[config.mk]
export PLATFORM = sky130hd
export DESIGN_NAME = can_id_last_value_table_unit
export DESIGN_NICKNAME = d
export VERILOG_FILES = /design/src/rtl/cidlv_pkg.sv /design/src/rtl/cidlv_ctrl.sv /design/src/rtl/cidlv_dp.sv /design/src/rtl/can_id_last_value_table_unit.sv
export SDC_FILE = /design/constraint.sdc
export NUM_CORES = 2
export LEC_CHECK = 0
export BUFFER_PORTS_ARGS = -buffer_cell sky130_fd_sc_hd__buf_2
export CAP_MARGIN = 40
export CORE_UTILIZATION = 30
export CTS_CLUSTER_SIZE = 16
export DETAILED_ROUTE_END_ITERATION = 8
export GPL_TIMING_DRIVEN = 0
export PLACE_DENSITY = 0.46
export SETUP_SLACK_MARGIN = 0.1
export SYNTH_ARGS = -nofsm -noshare
export SYNTH_HDL_FRONTEND = slang
export SYNTH_SLANG_ARGS = --single-unit
[constraint.sdc]
create_clock -name clk -period 14.6 [get_ports clk]
set_clock_uncertainty 0.2 [all_clocks]
set_input_delay 2.19 -clock clk [delete_from_list [all_inputs] [get_ports clk]]
set_output_delay 2.19 -clock clk [all_outputs]
set_load 0.02 [all_outputs]
[src/rtl/cidlv_pkg.sv]
// shared types, constants and codes of the can id last-value table
`default_nettype none
package cidlv_pkg;

    localparam int ENTRIES   = 16;
    localparam int IDX_W     = $clog2(ENTRIES);
    localparam int CNT_W     = $clog2(ENTRIES + 1);
    localparam int MAX_BYTES = 8;
    localparam int PADDR_W   = 3;

    localparam logic [31:0] TIMEOUT_RESET = 32'd2000;

    // register index taken from paddr[2]
    localparam logic REG_STALE_TIMEOUT = 1'b0;

    localparam logic OP_CAPTURE = 1'b0;
    localparam logic OP_READ    = 1'b1;

    typedef enum logic [1:0] {
        ST_UPDATED  = 2'd0,
        ST_INSERTED = 2'd1,
        ST_DROPPED  = 2'd2,
        ST_READ     = 2'd3
    } status_t;

    typedef struct packed {
        logic        opcode;
        logic [28:0] frame_id;
        logic [63:0] frame_payload;
        logic [3:0]  frame_dlc;
        logic [3:0]  read_index;
        logic [31:0] now_ms;
    } in_word_t;

    typedef struct packed {
        status_t     status;
        logic [3:0]  entry_slot;
        logic        entry_valid;
        logic [28:0] entry_id;
        logic [3:0]  entry_dlc;
        logic [63:0] entry_payload;
        logic [31:0] entry_age_ms;
        logic        entry_stale;
        logic [4:0]  entry_count;
    } out_word_t;

    typedef struct packed {
        logic load;
        logic scan;
        logic update;
        logic insert;
        logic drop;
        logic rd_req;
        logic rd_res;
    } cmd_t;

    typedef struct packed {
        logic in_read;
        logic empty;
        logic hit;
        logic last;
        logic full;
        logic out_free;
    } sts_t;

endpackage
`default_nettype wire

[src/rtl/cidlv_ctrl.sv]
// sequencing state machine of the can id last-value table
`default_nettype none
module cidlv_ctrl (
    input  wire logic          clk,
    input  wire logic          rst_n,
    input  wire logic          in_valid,
    output logic               in_stall,
    input  wire cidlv_pkg::sts_t sts,
    output cidlv_pkg::cmd_t    cmd
);
    import cidlv_pkg::*;

    typedef enum logic [6:0] {
        S_IDLE   = 7'b0000001,
        S_SCAN   = 7'b0000010,
        S_UPDATE = 7'b0000100,
        S_INSERT = 7'b0001000,
        S_DROP   = 7'b0010000,
        S_RDREQ  = 7'b0100000,
        S_RDRES  = 7'b1000000
    } state_t;

    state_t state_reg;
    state_t state_next;

    always_ff @(posedge clk or negedge rst_n)
    begin
        if (!rst_n)
        begin
            state_reg <= S_IDLE;
        end
        else
        begin
            state_reg <= state_next;
        end
    end

    always_comb
    begin
        state_next = state_reg;
        case (state_reg)
            S_IDLE:
            begin
                if (in_valid)
                begin
                    if (sts.in_read)
                    begin
                        state_next = S_RDREQ;
                    end
                    else if (sts.empty)
                    begin
                        state_next = S_INSERT;
                    end
                    else
                    begin
                        state_next = S_SCAN;
                    end
                end
            end
            S_SCAN:
            begin
                if (sts.hit)
                begin
                    state_next = S_UPDATE;
                end
                else if (sts.last)
                begin
                    state_next = sts.full ? S_DROP : S_INSERT;
                end
            end
            S_RDREQ:
            begin
                state_next = S_RDRES;
            end
            S_UPDATE, S_INSERT, S_DROP, S_RDRES:
            begin
                if (sts.out_free)
                begin
                    state_next = S_IDLE;
                end
            end
            default:
            begin
                state_next = S_IDLE;
            end
        endcase
    end

    assign in_stall   = (state_reg != S_IDLE);
    assign cmd.load   = (state_reg == S_IDLE) && in_valid;
    assign cmd.scan   = (state_reg == S_SCAN);
    assign cmd.update = (state_reg == S_UPDATE) && sts.out_free;
    assign cmd.insert = (state_reg == S_INSERT) && sts.out_free;
    assign cmd.drop   = (state_reg == S_DROP) && sts.out_free;
    assign cmd.rd_req = (state_reg == S_RDREQ);
    assign cmd.rd_res = (state_reg == S_RDRES) && sts.out_free;

endmodule
`default_nettype wire

[src/rtl/cidlv_dp.sv]
// table memory, scan compare, merge and result register
`default_nettype none
module cidlv_dp (
    input  wire logic                 clk,
    input  wire logic                 rst_n,
    input  wire cidlv_pkg::in_word_t  in_word,
    input  wire cidlv_pkg::cmd_t      cmd,
    output cidlv_pkg::sts_t           sts,
    input  wire logic [31:0]          timeout,
    output logic                      out_valid,
    input  wire logic                 out_stall,
    output cidlv_pkg::out_word_t      out_word
);
    import cidlv_pkg::*;

    function automatic logic [63:0] byte_mask(input logic [3:0] dlc);
        logic [3:0]  len;
        logic [63:0] m;
        len = (dlc > 4'(MAX_BYTES)) ? 4'(MAX_BYTES) : dlc;
        m   = '0;
        for (int k = 0; k < MAX_BYTES; k++)
        begin
            m[8*k +: 8] = {8{4'(k) < len}};
        end
        return m;
    endfunction

    // table storage
    logic [28:0] id_mem      [ENTRIES];
    logic [63:0] payload_mem [ENTRIES];
    logic [3:0]  dlc_mem     [ENTRIES];
    logic [31:0] seen_mem    [ENTRIES];

    in_word_t          word_reg;
    logic [CNT_W-1:0]  used_reg;
    logic [CNT_W-1:0]  used_next;
    logic [CNT_W-1:0]  ptr_reg;
    logic              cmpv_reg;
    logic [IDX_W-1:0]  cmp_idx_reg;
    logic [IDX_W-1:0]  slot_reg;
    logic [63:0]       old_payload_reg;
    logic [28:0]       rd_id_reg;
    logic [63:0]       rd_payload_reg;
    logic [3:0]        rd_dlc_reg;
    logic [31:0]       rd_seen_reg;
    logic              out_valid_reg;
    logic              out_valid_next;
    out_word_t         out_word_reg;
    out_word_t         out_word_next;

    logic [IDX_W-1:0]  raddr;
    logic [IDX_W-1:0]  waddr;
    logic              we;
    logic [63:0]       mask;
    logic [63:0]       wpayload;
    logic [3:0]        wdlc;
    logic [31:0]       age;
    logic              rd_hit_valid;
    logic [CNT_W-1:0]  last_idx;

    assign mask     = byte_mask(word_reg.frame_dlc);
    assign we       = cmd.update || cmd.insert;
    assign waddr    = cmd.update ? slot_reg : used_reg[IDX_W-1:0];
    assign raddr    = cmd.scan ? ptr_reg[IDX_W-1:0] : word_reg.read_index[IDX_W-1:0];
    assign wpayload = cmd.update ? ((old_payload_reg & ~mask) | (word_reg.frame_payload & mask))
                                 : (word_reg.frame_payload & mask);
    assign wdlc     = cmd.update ? word_reg.frame_dlc
                                 : ((word_reg.frame_dlc > 4'(MAX_BYTES)) ? 4'(MAX_BYTES)
                                                                        : word_reg.frame_dlc);
    assign age      = word_reg.now_ms - rd_seen_reg;
    assign rd_hit_valid = CNT_W'(word_reg.read_index) < used_reg;
    assign last_idx = CNT_W'(used_reg - 1'b1);

    always_ff @(posedge clk)
    begin
        if (we)
        begin
            id_mem[waddr]      <= word_reg.frame_id;
            payload_mem[waddr] <= wpayload;
            dlc_mem[waddr]     <= wdlc;
            seen_mem[waddr]    <= word_reg.now_ms;
        end
        rd_id_reg      <= id_mem[raddr];
        rd_payload_reg <= payload_mem[raddr];
        rd_dlc_reg     <= dlc_mem[raddr];
        rd_seen_reg    <= seen_mem[raddr];
    end

    // input word and scan pipeline
    always_ff @(posedge clk)
    begin
        if (cmd.load)
        begin
            word_reg <= in_word;
        end
        if (cmd.scan)
        begin
            slot_reg        <= cmp_idx_reg;
            old_payload_reg <= rd_payload_reg;
            cmp_idx_reg     <= ptr_reg[IDX_W-1:0];
        end
    end

    always_ff @(posedge clk or negedge rst_n)
    begin
        if (!rst_n)
        begin
            ptr_reg  <= '0;
            cmpv_reg <= 1'b0;
        end
        else if (cmd.load)
        begin
            ptr_reg  <= '0;
            cmpv_reg <= 1'b0;
        end
        else if (cmd.scan)
        begin
            ptr_reg  <= CNT_W'(ptr_reg + 1'b1);
            cmpv_reg <= ptr_reg < used_reg;
        end
    end

    assign sts.in_read  = (in_word.opcode == OP_READ);
    assign sts.empty    = (used_reg == '0);
    assign sts.full     = (used_reg == CNT_W'(ENTRIES));
    assign sts.hit      = cmpv_reg && (rd_id_reg == word_reg.frame_id);
    assign sts.last     = cmpv_reg && (CNT_W'(cmp_idx_reg) == last_idx);
    assign sts.out_free = !out_valid_reg || !out_stall;

    assign used_next = cmd.insert ? CNT_W'(used_reg + 1'b1) : used_reg;

    // result word
    always_comb
    begin
        out_word_next = '0;
        out_word_next.entry_count = used_next;
        if (cmd.update || cmd.insert)
        begin
            out_word_next.status        = cmd.update ? ST_UPDATED : ST_INSERTED;
            out_word_next.entry_slot    = 4'(waddr);
            out_word_next.entry_valid   = 1'b1;
            out_word_next.entry_id      = word_reg.frame_id;
            out_word_next.entry_dlc     = wdlc;
            out_word_next.entry_payload = wpayload;
        end
        else if (cmd.drop)
        begin
            out_word_next.status = ST_DROPPED;
        end
        else
        begin
            out_word_next.status     = ST_READ;
            out_word_next.entry_slot = word_reg.read_index;
            if (rd_hit_valid)
            begin
                out_word_next.entry_valid   = 1'b1;
                out_word_next.entry_id      = rd_id_reg;
                out_word_next.entry_dlc     = rd_dlc_reg;
                out_word_next.entry_payload = rd_payload_reg;
                out_word_next.entry_age_ms  = age;
                out_word_next.entry_stale   = age > timeout;
            end
        end
    end

    always_comb
    begin
        out_valid_next = out_valid_reg && out_stall;
        if (cmd.update || cmd.insert || cmd.drop || cmd.rd_res)
        begin
            out_valid_next = 1'b1;
        end
    end

    always_ff @(posedge clk or negedge rst_n)
    begin
        if (!rst_n)
        begin
            used_reg      <= '0;
            out_valid_reg <= 1'b0;
        end
        else
        begin
            used_reg      <= used_next;
            out_valid_reg <= out_valid_next;
        end
    end

    always_ff @(posedge clk)
    begin
        if (cmd.update || cmd.insert || cmd.drop || cmd.rd_res)
        begin
            out_word_reg <= out_word_next;
        end
    end

    assign out_valid = out_valid_reg;
    assign out_word  = out_word_reg;

endmodule
`default_nettype wire

[src/rtl/can_id_last_value_table_unit.sv]
// top level of the can id last-value table: register port, controller and datapath
//
//  channel  direction  handshake           word
//  in       input      in_valid/in_stall   in_word (cidlv_pkg::in_word_t)
//  out      output     out_valid/out_stall out_word (cidlv_pkg::out_word_t)
//  cfg      input      apb psel/penable    stale_timeout_ms at byte address 0
//
//  a read result is registered from the read request and read response states; a capture
//  result from the update, insert or drop state after a scan of the table memory, one entry
//  a cycle through its registered read port
//  reset empties the table through the fill count; no clearing pass is needed
//  one word is in work at a time; the next word is taken while the result waits in
//  the output register, and a stalled output holds the finishing word in its last state
`default_nettype none
module can_id_last_value_table_unit (
    input  wire logic                          clk,
    input  wire logic                          rst_n,
    input  wire logic                          in_valid,
    output logic                               in_stall,
    input  wire cidlv_pkg::in_word_t           in_word,
    output logic                               out_valid,
    input  wire logic                          out_stall,
    output cidlv_pkg::out_word_t               out_word,
    input  wire logic                          psel,
    input  wire logic                          penable,
    input  wire logic                          pwrite,
    input  wire logic [cidlv_pkg::PADDR_W-1:0] paddr,
    input  wire logic [31:0]                   pwdata,
    output logic [31:0]                        prdata,
    output logic                               pready
);
    import cidlv_pkg::*;

    logic [31:0] timeout_reg;
    logic        reg_sel;
    cmd_t        cmd;
    sts_t        sts;

    assign pready  = 1'b1;
    assign reg_sel = (paddr[PADDR_W-1] == REG_STALE_TIMEOUT);
    assign prdata  = reg_sel ? timeout_reg : '0;

    always_ff @(posedge clk or negedge rst_n)
    begin
        if (!rst_n)
        begin
            timeout_reg <= TIMEOUT_RESET;
        end
        else if (psel && penable && pwrite && pready && reg_sel)
        begin
            timeout_reg <= pwdata;
        end
    end

    cidlv_ctrl u_ctrl (
        .clk      (clk),
        .rst_n    (rst_n),
        .in_valid (in_valid),
        .in_stall (in_stall),
        .sts      (sts),
        .cmd      (cmd)
    );

    cidlv_dp u_dp (
        .clk       (clk),
        .rst_n     (rst_n),
        .in_word   (in_word),
        .cmd       (cmd),
        .sts       (sts),
        .timeout   (timeout_reg),
        .out_valid (out_valid),
        .out_stall (out_stall),
        .out_word  (out_word)
    );

    // one word in work at a time
    a_one_in_flight: assert property (@(posedge clk) disable iff (!rst_n)
        (in_valid && !in_stall) |=> in_stall)
        else $error("input taken while a word is in work");

    a_count_range: assert property (@(posedge clk) disable iff (!rst_n)
        out_valid |-> (out_word.entry_count <= CNT_W'(ENTRIES)))
        else $error("entry count beyond table size");

    a_drop_full: assert property (@(posedge clk) disable iff (!rst_n)
        (out_valid && out_word.status == ST_DROPPED)
        |-> (out_word.entry_count == CNT_W'(ENTRIES) && !out_word.entry_valid))
        else $error("drop with room left in table");

    a_write_fresh: assert property (@(posedge clk) disable iff (!rst_n)
        (out_valid && (out_word.status == ST_UPDATED || out_word.status == ST_INSERTED))
        |-> (out_word.entry_valid && out_word.entry_age_ms == '0 && !out_word.entry_stale))
        else $error("written entry not reported fresh");

endmodule
`default_nettype wire

==> results.cfg <==
[setup_path]
r2r-start = u_ctrl.state_reg[4]$_DFFE_PN0P_
critPathLaunchType = input port
cp-end-kind = register
critPathKind = input port to register
r2r_end = u_dp.seen_mem[0][16]$_DFFE_PP_
crit_top_cell = buf_12
path_cells = buf_2 -> a21oi_1 -> nand3_1 -> clkbuf_1 -> clkbuf_1 -> nor3_1 -> a31oi_1 -> buf_4 -> nor2_4 -> buf_12 -> buf_12 -> buf_12 -> buf_16
reg2reg_depth = 13
cp_data_arrival_time_ps = 6600
ff2ff_setup_slack_ps = 8830
required_ps = 14960
critPathMaxStageDelay_ps = 670
slowest_stage = nand3_1
critPathMaxFanout = 19

[placed_design]
place_ws_ps = 7395
hpwl_um = 218000
portBuffers = 349
gp_congestion = 0.7796
dpl_cell_area_um2 = 111100
dpl.cell_count = 10713

[routing]
vias_per_cell = 5.012
antenna_left = 0
wl_per_cell_um = 28.43
drt-initial-drc-count = 5771
firstDrtPassIters = 7
wirelength_um = 320500
vias = 56502
remaining_drc_errors = 0

[sta]
slew_headroom_pct = 34.07
fin_crit_ps = 6236
post-route-period-util_pct = 42.71
finalHoldViolCount = 0
max_slew.worst_pin.slew_ps = 978.6
setup_tns_ps = 0
finalSetupViolCount = 0
setup_ws_ps = 8364
fmax_ghz = 0.1604
slew_violations = 0
rsz0062_at_grt = no

[cells_and_area]
drive_above_1_share_pct = 18.75
biggestRegsByFlops = u_dp.payload_mem (1024), u_dp.seen_mem (512), u_dp.id_mem (464)
largest_reg_flops = 1024
layoutNonFillerInstCount = 11273
final_area_um2 = 120900
final_util_pct = 36.81
synthToLayoutAreaGrowth_pct = 21.69
largest-register = u_dp.payload_mem
nets = 6921

[clock_network]
htree_levels = 5
clock_latency_ps = 910
cts-resized-gates = 0
clockRootBuffer = clkbuf_16
cts_made_buffers = 295
cts.sinks = 2591
clockBufferDepth = 4
postCtsSetupRepairBufs = 0
clkTransAtPathRegs_ps = 60
postCtsHoldBufs = 0
cts_tree = done

[global_routing]
overflow = 0
grt_max_degree = 52
antenna_found_initial = 28
grt_pass1_vias = 56504
track_usage_pct = 18.74
grt_pass1_wl_um = 442500

[pwr]
power.switching_mw = 7.713
p_leak_nw = 43.60
seq_power_share_pct = 41.3
vdd_drop_max_uv = 88.75
p_comb_share_pct = 27.1
clock_power_share_pct = 31.6
p_int_mw = 15.86
swShare_pct = 32.72
power.density_nw_per_um2 = 195.0

[min_path]
whs_path_depth = 0
worstHoldStart = u_dp.rd_payload_reg[34]$_DFF_P_
hold_path_end = u_dp.old_payload_reg[34]$_DFFE_PP_
hold_class = register to register

[logic_synthesis]
syn_inst = 5746
synthTopCellsByCount = 2411 x edfxtp_1, 911 x mux2i_1, 432 x nand2_1
synth_nets = 5996
synth-simple-area-share_pct = 2.890
synth_fa_ha_area_share_pct = 0.9395
synth-xor-area-share_pct = 0.6259
async_reset_ff_share_pct = 1.968
yosysMostFrequentCell = edfxtp_1
synthDistinctLibCells = 67
ys_seq_elements = 2591
synth_top_flop_cell = edfxtp_1
synth_area_leader_cell = edfxtp_1
synthMuxAreaShare_pct = 9.564
synth_top_family_by_area = multiplexers
avgSynthCellArea_um2 = 17.29
ys_warn_count = 0
synth-edff-count = 2411
ys_seq_area_share_pct = 76.76
synth_compound_area_share_pct = 7.219
synth_area_leaders = edfxtp_1 73%, mux2i_1 9.2%, dfxtp_1 2.6%, o22ai_1 1.6%, nand2_1 1.6%
synthesis.area_um2 = 99350
synth_top_area_share_pct = 72.87

[floorplanning]
io_pins = 353
die_w_um = 577.5
coreArea_um2 = 328400
start_util_pct = 30.25
die_area_um2 = 333500
chipHeight_um = 577.5
rows = 210

[run_status]
status = complete, no violations

[job]
cap_violations = 0
[cells by family after synthesis]
family	after synthesis
adder cells (fa/ha/maj)	74
other	1
AND/OR/NAND/NOR	671
AO/OA/AOI/OAI	986
buffers and inverters	407
XOR/XNOR	71
flip-flops	2591
multiplexers	945
[worst max-delay path: cells and delay by family]
| kind | cells | cell delay [ps] |
|---|---|---|
| buf+inv | 8 | 2270 |
| simple gates | 3 | 1580 |
| compound gates | 2 | 470 |
[per-stage QoR]
step	power (mW)	hold WS [ps]
final	23.57	230.5
after global routing	24.49	239.7
after floorplan	13.36	208.6
after detailed placement	16.29	216.3
after global placement	16.08	215.1
after CTS	23.80	231.8
[cells in the final DEF (no fill, tap or decap), types with 45 or more instances in the layout]
cell type	netlist	layout
buf_2	105	481
buf_12	0	101
a22o_1	98	98
nor2_1	90	73
ha_1	73	73
mux2i_1	911	911
buf_16	0	45
a211o_1	130	130
clkbuf_1	140	214
o21ai_1	1	48
o21ai_0	109	62
clkbuf_16	0	305
a222oi_1	129	129
inv_1	82	82
dfxtp_1	129	129
edfxtp_1	2411	2411
buf_4	50	104
o22ai_1	260	260
a31oi_1	141	141
nand2_1	432	431
[worst max-delay path by stage]
stage	startpoint	to	slack (ps)
floorplan	out_stall	u_dp.dlc_mem[12][0]$_DFFE_PP_	4920
global placement	out_stall	u_dp.seen_mem[12][16]$_DFFE_PP_	-6970
detailed placement	out_stall	u_dp.seen_mem[1][15]$_DFFE_PP_	7390
CTS	out_stall	u_dp.seen_mem[1][13]$_DFFE_PP_	8330
global route	out_stall	u_dp.payload_mem[13][7]$_DFFE_PP_	8270
finish	out_stall	u_dp.seen_mem[0][16]$_DFFE_PP_	8360
[area by class of cell]
class	count	area [um^2]
multi-input combinational	2748	21260
sequential	2591	76270
tap	4346	5438
buffer	324	1678
timing repair buffer	628	6195
antenna	11	27.53
clock inverter	132	1451
clock buffer	410	8277
fill	30762	207500
inverter	83	311.5
[routing by layer]
layer  GRT usage [%]  vias up  wire length [um]
met2           30.53     1861            150700
met5               0        -               128
met3           2.915      408             18570
met4           5.320       20              8270
li1                -    24824                 -
met1           25.84    29389            142800
[power groups by stage]
stage	sequential, mW	combinational, mW	clock [mW]
detailed placement	9.87	6.42	0
global route	9.78	6.82	7.89
global placement	10.0	6.07	0
finish	9.73	6.39	7.46
floorplan	9.79	3.57	0
CTS	9.73	6.45	7.62
Note: power is estimated with default switching activity, not from simulation.
